--- src/phase_table_lookup_and_stats_core_assert.svh ---
// Assertion macros shared by the region statistics table modules.
// Define ASSERT_OFF to compile the checks out.
`ifndef PHASE_TABLE_LOOKUP_AND_STATS_CORE_ASSERT_SVH
`define PHASE_TABLE_LOOKUP_AND_STATS_CORE_ASSERT_SVH
`ifndef ASSERT_OFF
// The consequent must hold in the same cycle as the antecedent.
`define PTLS_ASSERT_IMP(lbl, clk, rst_n, ante, cons) \
    lbl: assert property (@(posedge clk) disable iff (!rst_n) (ante) |-> (cons)) \
        else $error("ptls assertion failed");
// The consequent must hold in the cycle after the antecedent.
`define PTLS_ASSERT_NXT(lbl, clk, rst_n, ante, cons) \
    lbl: assert property (@(posedge clk) disable iff (!rst_n) (ante) |=> (cons)) \
        else $error("ptls assertion failed");
`else
`define PTLS_ASSERT_IMP(lbl, clk, rst_n, ante, cons)
`define PTLS_ASSERT_NXT(lbl, clk, rst_n, ante, cons)
`endif
`endif

--- src/ptls_pkg.sv ---
package ptls_pkg;

    // Table geometry.
    localparam int ENTRIES = 64;
    localparam int IDX_W   = $clog2(ENTRIES);
    localparam int CNT_W   = $clog2(ENTRIES + 1);

    // Operation codes.
    localparam logic [1:0] OP_FIND   = 2'd0;
    localparam logic [1:0] OP_RECORD = 2'd1;
    localparam logic [1:0] OP_READ   = 2'd2;

    // Result status codes.
    localparam logic [1:0] ST_OK     = 2'd0;
    localparam logic [1:0] ST_FULL   = 2'd1;
    localparam logic [1:0] ST_UNUSED = 2'd2;

    typedef struct packed {
        logic [15:0] from_file;
        logic [19:0] from_line;
        logic [15:0] to_file;
        logic [19:0] to_line;
    } t_key;

    typedef struct packed {
        logic [31:0] count;
        logic [63:0] sum;
        logic [31:0] len_max;
        logic [31:0] len_min;
    } t_stats;

    typedef struct packed {
        logic [1:0]       operation;
        t_key             key;
        logic [IDX_W-1:0] entry_index;
        logic [31:0]      length;
    } t_item;

    typedef struct packed {
        logic [IDX_W-1:0] result_index;
        logic             is_new;
        logic [1:0]       status;
        t_stats           stats;
    } t_result;

    // Commands from the controller to the datapath.
    typedef struct packed {
        logic capture;
        logic scan_step;
        logic found;
        logic insert;
        logic set_full;
        logic stat_rd;
        logic set_unused;
        logic load_out;
    } t_cmd;

    // Status from the datapath to the controller.
    typedef struct packed {
        logic op_find;
        logic hit;
        logic scan_more;
        logic tbl_full;
        logic idx_used;
        logic out_free;
    } t_sts;

endpackage

--- src/ptls_ctrl.sv ---
`include "phase_table_lookup_and_stats_core_assert.svh"

module ptls_ctrl (
    input  logic           i_clk,
    input  logic           i_rst_n,
    input  logic           i_in_valid,
    input  ptls_pkg::t_sts i_sts,
    output logic           o_in_ready,
    output ptls_pkg::t_cmd o_cmd
);
    import ptls_pkg::*;

    typedef enum logic [4:0] {
        S_IDLE     = 5'b00001,
        S_DISPATCH = 5'b00010,
        S_SCAN     = 5'b00100,
        S_STAT     = 5'b01000,
        S_DONE     = 5'b10000
    } t_state;

    t_state r_state;
    t_state n_state;

    // Next state and commands for the datapath.
    always_comb begin
        n_state    = r_state;
        o_cmd      = '0;
        o_in_ready = 1'b0;
        unique case (r_state)
            S_IDLE: begin
                // No request is taken while reset is held.
                o_in_ready = i_rst_n;
                if (i_in_valid && i_rst_n) begin
                    o_cmd.capture = 1'b1;
                    n_state       = S_DISPATCH;
                end
            end
            S_DISPATCH: begin
                priority if (i_sts.op_find) begin
                    n_state = S_SCAN;
                end else if (i_sts.idx_used) begin
                    o_cmd.stat_rd = 1'b1;
                    n_state       = S_STAT;
                end else begin
                    o_cmd.set_unused = 1'b1;
                    n_state          = S_DONE;
                end
            end
            S_SCAN: begin
                priority if (i_sts.hit) begin
                    o_cmd.found = 1'b1;
                    n_state     = S_STAT;
                end else if (i_sts.scan_more) begin
                    o_cmd.scan_step = 1'b1;
                end else if (i_sts.tbl_full) begin
                    o_cmd.set_full = 1'b1;
                    n_state        = S_DONE;
                end else begin
                    o_cmd.insert = 1'b1;
                    n_state      = S_DONE;
                end
            end
            S_STAT: begin
                n_state = S_DONE;
            end
            S_DONE: begin
                if (i_sts.out_free) begin
                    o_cmd.load_out = 1'b1;
                    n_state        = S_IDLE;
                end
            end
            default: begin
                n_state = S_IDLE;
            end
        endcase
    end

    always_ff @(posedge i_clk) begin
        if (!i_rst_n) begin
            r_state <= S_IDLE;
        end else begin
            r_state <= n_state;
        end
    end

    `PTLS_ASSERT_NXT(a_done_holds, i_clk, i_rst_n, r_state == S_DONE && !i_sts.out_free,
                     r_state == S_DONE)
    `PTLS_ASSERT_NXT(a_capture_dispatch, i_clk, i_rst_n, o_cmd.capture,
                     r_state == S_DISPATCH)
    `PTLS_ASSERT_NXT(a_stat_then_done, i_clk, i_rst_n, o_cmd.found || o_cmd.stat_rd,
                     r_state == S_STAT)
endmodule

--- config.mk ---
export PLATFORM = sky130hd
export DESIGN_NAME = ptls_ctrl
export DESIGN_NICKNAME = d
export VERILOG_FILES = /design/src/ptls_pkg.sv /design/src/ptls_ctrl.sv
export VERILOG_INCLUDE_DIRS = /design/src /design/src/src
export SDC_FILE = /design/constraint.sdc
export NUM_CORES = 1
export LEC_CHECK = 0
export BUFFER_PORTS_ARGS = -buffer_cell sky130_fd_sc_hd__buf_4
export CAP_MARGIN = 20
export CORE_AREA = 2 2 39 41
export CTS_BUF_LIST = sky130_fd_sc_hd__clkbuf_4 sky130_fd_sc_hd__clkbuf_8 sky130_fd_sc_hd__clkbuf_16
export DETAILED_ROUTE_END_ITERATION = 7
export DIE_AREA = 0 0 41 43
export SLEW_MARGIN = 20
export SYNTH_ARGS = -nofsm -noshare
export SYNTH_HDL_FRONTEND = slang
export SYNTH_SLANG_ARGS = --single-unit
--- constraint.sdc ---
create_clock -name i_clk -period 1.4 [get_ports i_clk]
set_clock_uncertainty 0.1 [all_clocks]
set_input_delay 0.14 -clock i_clk [delete_from_list [all_inputs] [get_ports i_clk]]
set_output_delay 0.14 -clock i_clk [all_outputs]
set_load 0.005 [all_outputs]
---- Word-level counts from Yosys, hierarchy flattened ----
Cells that the tools add are included.
Widths: inputs -> output; s select.
operators by class
  equal/unequal tests ..................... 8
  mux-type cells .......................... 24
  reduce and logical (&&, ||, !) cells .... 2
operator list
  operator            number
  $mux 5              6
  $pmux 5 s5          1
  $mux 1              12
  $mux 2              4
  $eq 5x1->1 const B  1
  $eq 5x2->1 const B  1
  $eq 5x3->1 const B  1
  $eq 5x4->1 const B  1
  $eq 5x5->1 const B  1
  $mux 4              1
  $ne 2x2->1 const B  2
  $ne 3x3->1 const B  1
  $reduce_and 3->1    1
  $logic_and 1x1->1   1
storage, ports and cells
  register bits ........................... 5
  word-level logic and storage cells ...... 35

---- Logic depth before layout (Yosys ltp) ----
Gate-level depths: netlist of run 1.
  depth in word-level cells ............... 4
  gate-level depth with buffers ........... 4
  depth with buffers taken out ............ 4

---- Worst setup path before layout of run 1 ----
OpenSTA, ideal clock, no wires.
  path kind ............................... flip-flop to flip-flop
  from .................................... reg r_state[2]
  to ...................................... reg r_state[2]
  setup time .............................. 116 ps
  arrival time ............................ 1,221 ps
  data required time ...................... 1,184 ps
  slack ................................... -36 ps
  cell stages (with the launch flop) ...... 4
  path buffers ............................ 0
  period minus slack after synthesis ...... 1,436 ps
  cell sequence ........................... dfxtp_1 > or3_4 > or3_1 > and3_1
on the way
  word-level cells in the longest chain between the ends .. 3
  elaborated cells on any way between the ends .. 10
  classes of those cells .................. eq/ne (8); mux (1); reduce/logical (1)
ends and longest elaborated chain
  item                                                line             source
  from (decl)                                         ptls_ctrl.sv:21  t_state r_state;
  from (signal assigned)                              ptls_ctrl.sv:82  r_state <= n_state;
  $eq 5x3->1 (tied with other cells)                  ptls_ctrl.sv:29  unique case (r_state)
  $ne 3x3->1 (no line) or $ne 2x2->1 (tied branches)  n/a
  $reduce_and 3->1 (no line)                          n/a
Several ways; a longest one is shown, not always the timed one.
A chain may end at the register's enable or synchronous reset.

==> impl_metrics.tcl, run 1 <==
set metrics [dict create \
    synth-seq-cells 5 \
    yosysWarnings 0 \
    critPathLaunchType "flip-flop" \
    hold_ws_ps 22.7 \
    syn_area_per_cell_um2 7.64 \
    end_kind "primary output" \
    die_w_um 41 \
    grt_setup_unrepaired "true" \
    fin_crit_ps 1640 \
    crit_fanout 3 \
    gr-total-overflow 0 \
    cts_buffers 3 \
    maxSlewHeadroom_pct 78.9 \
    cellPowerDensity_nw_per_um2 579 \
    ys_seq_area_share_pct 28.5 \
    hold_start "i_rst_n" \
    r2r_end "r_state[4]" \
    crit_required_ps 1160 \
    num_antenna_cells 0 \
    cp.arrival_ps 1400 \
    cp.buffers_inverters 1 \
    peakVddDrop_mv 0.268 \
    grt_pass1_wl_um 1900 \
    largest_register_ffs 5 \
    placed_area_um2 592 \
    clock_path_buffers 2 \
    postSynthNetCount 55 \
    p_leak_nw 0.391 \
    critPathKind "flip-flop to primary output" \
    wl_per_cell_um 13.8 \
    drive_above_1_share_pct 72.1 \
    reg2reg_slack_ps -120 \
    grt_max_degree 7 \
    whs_path_depth 2 \
    vias 492 \
    largest_register "r_state" \
    reg2reg_from "r_state[0]" \
    grt_pass1_vias 466 \
    layout.nets 96 \
    viasPerCell 4.82 \
    finish.instance_area_um2 827 \
    dp_slack_ps -76.6 \
    reg_top3 "r_state: 5 flops" \
    holdBufCountCts 0 \
    numPortBuffers 17 \
    dr.pass1.iters 4 \
    reg2regPathDepth 6 \
    hold_class "input port to flip-flop" \
    htreeDepth 1 \
    max_freq_mhz 610 \
    routed_wl_um 1410 \
    ios 18 \
    finalHoldViolCount 0 \
    path_cells "or3_4 -> nor3_4 -> and2_1 -> buf_4" \
    final.period_utilization_pct 117 \
    gr-usage-all-layers_pct 16.4 \
    fp.dieH_um 43 \
    cts_tree "yes" \
    power_w 0.000479 \
    start_util_pct 25.4 \
    antenna_found_initial 0 \
    clk_root_buffer_cell "clkbuf_4" \
    core_um2 1380 \
    dp_hpwl_um 806 \
    critPathSlowestCell "or3_4" \
    dieArea_um2 1760 \
    drc 0 \
    rows 14 \
    setup_viol_count_final 12 \
    synth_cell_type_count 23 \
    first_iter_violations 12 \
    synth.area.top_cells "dfxtp_1 28%, and2_1 5.3%, and2b_2 5.0%" \
    synth_area_leader_cell "dfxtp_1" \
    critical-path-max-stage-delay_ps 420 \
    holdPathEnd "r_state[0]" \
    setup_ws_ps -239 \
    status "complete, but fails checks" \
    crit_family "simple AND/OR/NAND/NOR gates" \
    drv_slew 0 \
    ant_nets 0 \
    syn2layout_area_growth_pct 135 \
    netlist_area_um2 352 \
    cts.reportedPaths.clkPinSlew_ps 50 \
    clkLatencyLatePin_ps 240 \
    synth_cells 46 \
    cts_sinks 5 \
    synth_top_area_share_pct 28.5 \
    globalplace.congestion 0.725 \
    max_cap_viol_count 0 \
    tightest_slew_ps 316 \
    violations "negative setup slack" \
]
==> how the worst max path moves through the flow <==
stage	from	cells after the start	slack (ps)	to
after global routing	r_state[2]	4	-310	o_cmd[7]
after floorplan	r_state[2]	3	-30	r_state[2]
after CTS	r_state[3]	5	-250	o_cmd[1]
after global placement	r_state[0]	5	-70	o_cmd[3]
final	r_state[2]	4	-240	o_cmd[7]
after detailed placement	r_state[2]	3	-80	r_state[2]
==> stage by stage <==
step	TNS [ps]	utilization, %	instances
3_5_place_dp	-247	42.8	91
2_1_floorplan	-37.4	-	46
6_report	-1990	59.8	102
4_1_cts	-1820	51.8	96
3_3_place_gp	-214	42.8	91
5_1_grt	-2820	59.8	102
==> logic make-up after synthesis <==
group | synth area share [%]
simple gates | 50.2
buf+inv | 4.27
compound gates | 17.1
flops | 28.5
==> final cells by class <==
| cell class | count | area [um2] |
|---|---|---|
| Multi-Input combinational cell | 37 | 368 |
| Fill cell | 126 | 557 |
| Sequential cell | 5 | 109 |
| Clock buffer | 4 | 30.0 |
| Timing Repair Buffer | 36 | 285 |
| Inverter | 4 | 15.0 |
| Tap cell | 16 | 20.0 |
==> layer usage <==
layer / share of wire [%] / vias to the layer above / global-route usage [%]
met3: 3.7 / 0 / 3.14
met5: 0 / - / 0
met1: 36 / 228 / 16.7
met2: 60 / 15 / 28.1
met4: 0 / 0 / 10.0
li1: - / 249 / -
==> timing repair <==
action,4_1_cts,5_1_grt
setup buffers,2,6
gates resized for setup,18,14
cloned,0,0
pin swaps,6,6
endpoints found under the setup margin,13,13
==> Yosys cell counts, drive strengths merged <==
| cell | number |
|---|---|
| a2111oi | 1 |
| a21oi | 1 |
| and2 | 3 |
| and2b | 2 |
| and3 | 2 |
| dfxtp | 5 |
| inv | 4 |
| nand2 | 3 |
| nand2b | 1 |
| nand3 | 3 |
| nand3b | 1 |
| nor2 | 1 |
| nor2b | 1 |
| nor3 | 3 |
| nor3b | 2 |
| nor4 | 2 |
| nor4b | 2 |
| o21a | 2 |
| o21ai | 3 |
| o31a | 1 |
| o31ai | 1 |
| or3 | 2 |
==> cells in the final DEF (no fill, tap or decap), types with 2 or more instances in the layout <==
master	instances
dfxtp_4	2
clkbuf_4	4
and3_4	2
o21ai_1	2
nor3_4	2
and2_1	3
buf_6	4
dfxtp_1	2
o21a_1	2
nor4_4	2
inv_1	4
and2b_2	2
buf_4	32
or3_4	2
nor4b_4	2
nand3_1	2
==> power breakdown <==
part           total [W]  switching (W)  internal, W  leakage (nW)
Clock           0.000184      0.0000568     0.000127        0.0184
Combinational   0.000143      0.0000623    0.0000805         0.330
Sequential      0.000152     0.00000668     0.000146        0.0421
Power figures use the tool's default switching activity.
==> run 2, diff against run 1 <==
--- a/config.mk
+++ b/config.mk
@@ -8,10 +8,12 @@
 export LEC_CHECK = 0
 export BUFFER_PORTS_ARGS = -buffer_cell sky130_fd_sc_hd__buf_4
 export CAP_MARGIN = 20
-export CORE_AREA = 2 2 39 41
+export CELL_PAD_IN_SITES_DETAIL_PLACEMENT = 0
+export CELL_PAD_IN_SITES_GLOBAL_PLACEMENT = 1
+export CORE_UTILIZATION = 25
 export CTS_BUF_LIST = sky130_fd_sc_hd__clkbuf_4 sky130_fd_sc_hd__clkbuf_8 sky130_fd_sc_hd__clkbuf_16
 export DETAILED_ROUTE_END_ITERATION = 7
-export DIE_AREA = 0 0 41 43
+export PLACE_DENSITY_LB_ADDON = 0.1
 export SLEW_MARGIN = 20
 export SYNTH_ARGS = -nofsm -noshare
 export SYNTH_HDL_FRONTEND = slang
==> impl_metrics.tcl, run 2 (same netlist as run 1, synthesis figures left out) <==
set metrics [dict create \
    grt_pass1_wl_um 1610 \
    holdBufCountCts 0 \
    fp.dieH_um 39.5 \
    dieArea_um2 1560 \
    maxSlewHeadroom_pct 70.5 \
    clock_path_buffers 2 \
    final_common_cell "buf_4" \
    globalplace.congestion 0.632 \
    fin_crit_ps 1630 \
    wl_per_cell_um 11.3 \
    drc 0 \
    tightest_slew_ps 442 \
    max_cap_viol_count 0 \
    routed_wl_um 1080 \
    hold_ws_ps 15.7 \
    finalNonFillerCells 96 \
    grt_pass1_vias 419 \
    grt_setup_unrepaired "true" \
    gr-total-overflow 0 \
    reg2reg_from "r_state[3]" \
    fill_cells 132 \
    dr.pass1.iters 2 \
    violations "negative setup slack" \
    setup_ws_ps -230 \
    peakVddDrop_mv 0.337 \
    finalHoldViolCount 0 \
    hold_start "i_rst_n" \
    drive_above_1_share_pct 67.9 \
    largest_register_ffs 5 \
    vias 472 \
    die_w_um 39.5 \
    viasPerCell 4.92 \
    critPathLaunchType "flip-flop" \
    cts_buffers 3 \
    critPathKind "flip-flop to primary output" \
    reg_top3 "r_state: 5 flops" \
    clk_root_buffer_cell "clkbuf_4" \
    cellPowerDensity_nw_per_um2 622 \
    ant_nets 0 \
    setup_tns_ps -2180 \
    htreeDepth 1 \
    syn2layout_area_growth_pct 111 \
    place_inst 89 \
    start_util_pct 27.0 \
    p_leak_nw 0.342 \
    numPortBuffers 17 \
    rows 13 \
    grt_max_degree 7 \
    status "complete, but fails checks" \
    crit_required_ps 1160 \
    cp.arrival_ps 1390 \
    end_kind "primary output" \
    largest_register "r_state" \
    cts.reportedPaths.clkPinSlew_ps 50 \
    startpoint "r_state[3]" \
    core_um2 1300 \
    final_cell_mix "27 x buf_4, 4 x inv_1, 4 x clkbuf_4, 4 x buf_6" \
    cts_tree "yes" \
    placed_area_um2 583 \
    first_iter_violations 5 \
    antenna_found_initial 0 \
    num_antenna_cells 0 \
    finish.instance_area_um2 741 \
    gr-usage-all-layers_pct 16.6 \
    hold_class "input port to flip-flop" \
    clkLatencyLatePin_ps 250 \
    max_freq_mhz 614 \
    final.period_utilization_pct 116 \
    dp_hpwl_um 763 \
    ios 18 \
    drv_slew 0 \
    layout.nets 91 \
    crit_fanout 4 \
    cts_sinks 5 \
    setup_viol_count_final 12 \
]
## run 2: cell types whose count changed in the layout (fill, tap and decap cells not counted), sizes merged
cell  change
buf       -5
## run 2: layout make-up
class | count | area, um2 | area share [%]
multi-input combinational | 37 | 327 | 44.1
timing repair buffer | 31 | 248 | 33.4
sequential | 5 | 103 | 13.9
clock buffer | 4 | 30.0 | 4.05
tap | 15 | 18.8 | 2.53
inverter | 4 | 15.0 | 2.03
## run 2: through the flow
stage	power, W	worst slack, ps	util (%)
after detailed placement	0.000240	-63.0	44.8
after global routing	0.000489	-285	56.9
final	0.000461	-230	56.9
after CTS	0.000458	-233	52.7
after global placement	0.000241	-46.9	44.8
after floorplan	0.000186	-32.2	-
## run 2: what timing repair did
item | 4_1_cts | 5_1_grt
pin swaps | 4 | 6
hold endpoints to repair | 0 | 0
resized for setup | 11 | 11
buffers inserted | 2 | 1
endpoints found under the setup margin | 12 | 13
## run 2: metal layers
metal	routed length [um]	part of all wire, %	up-vias	global-route usage [%]
li1	-	-	239	-
met1	466	43	215	17.3
met2	523	48	16	25.8
met3	71	6.6	2	6.82
met4	21	1.9	0	12.9
met5	0	0	-	0
## run 2: worst paths after layout
check,end,slack (ps),cells past startpoint
setup / recovery,o_cmd[7],-230,4
hold / removal,r_state[0],20,2
setup reg to reg,r_state[2],-220,4
hold reg to reg,r_state[0],630,3
## run 2: critical path: stages (launching register included)
cell     delay, ps
dfxtp_2        340
or3_4          380
nor3_2         170
and2_1         140
buf_4          100
## run 2: power breakdown
group	switching (W)	internal, W
registers	0.00000561	0.000148
clock network	0.0000668	0.000128
logic	0.0000489	0.0000645
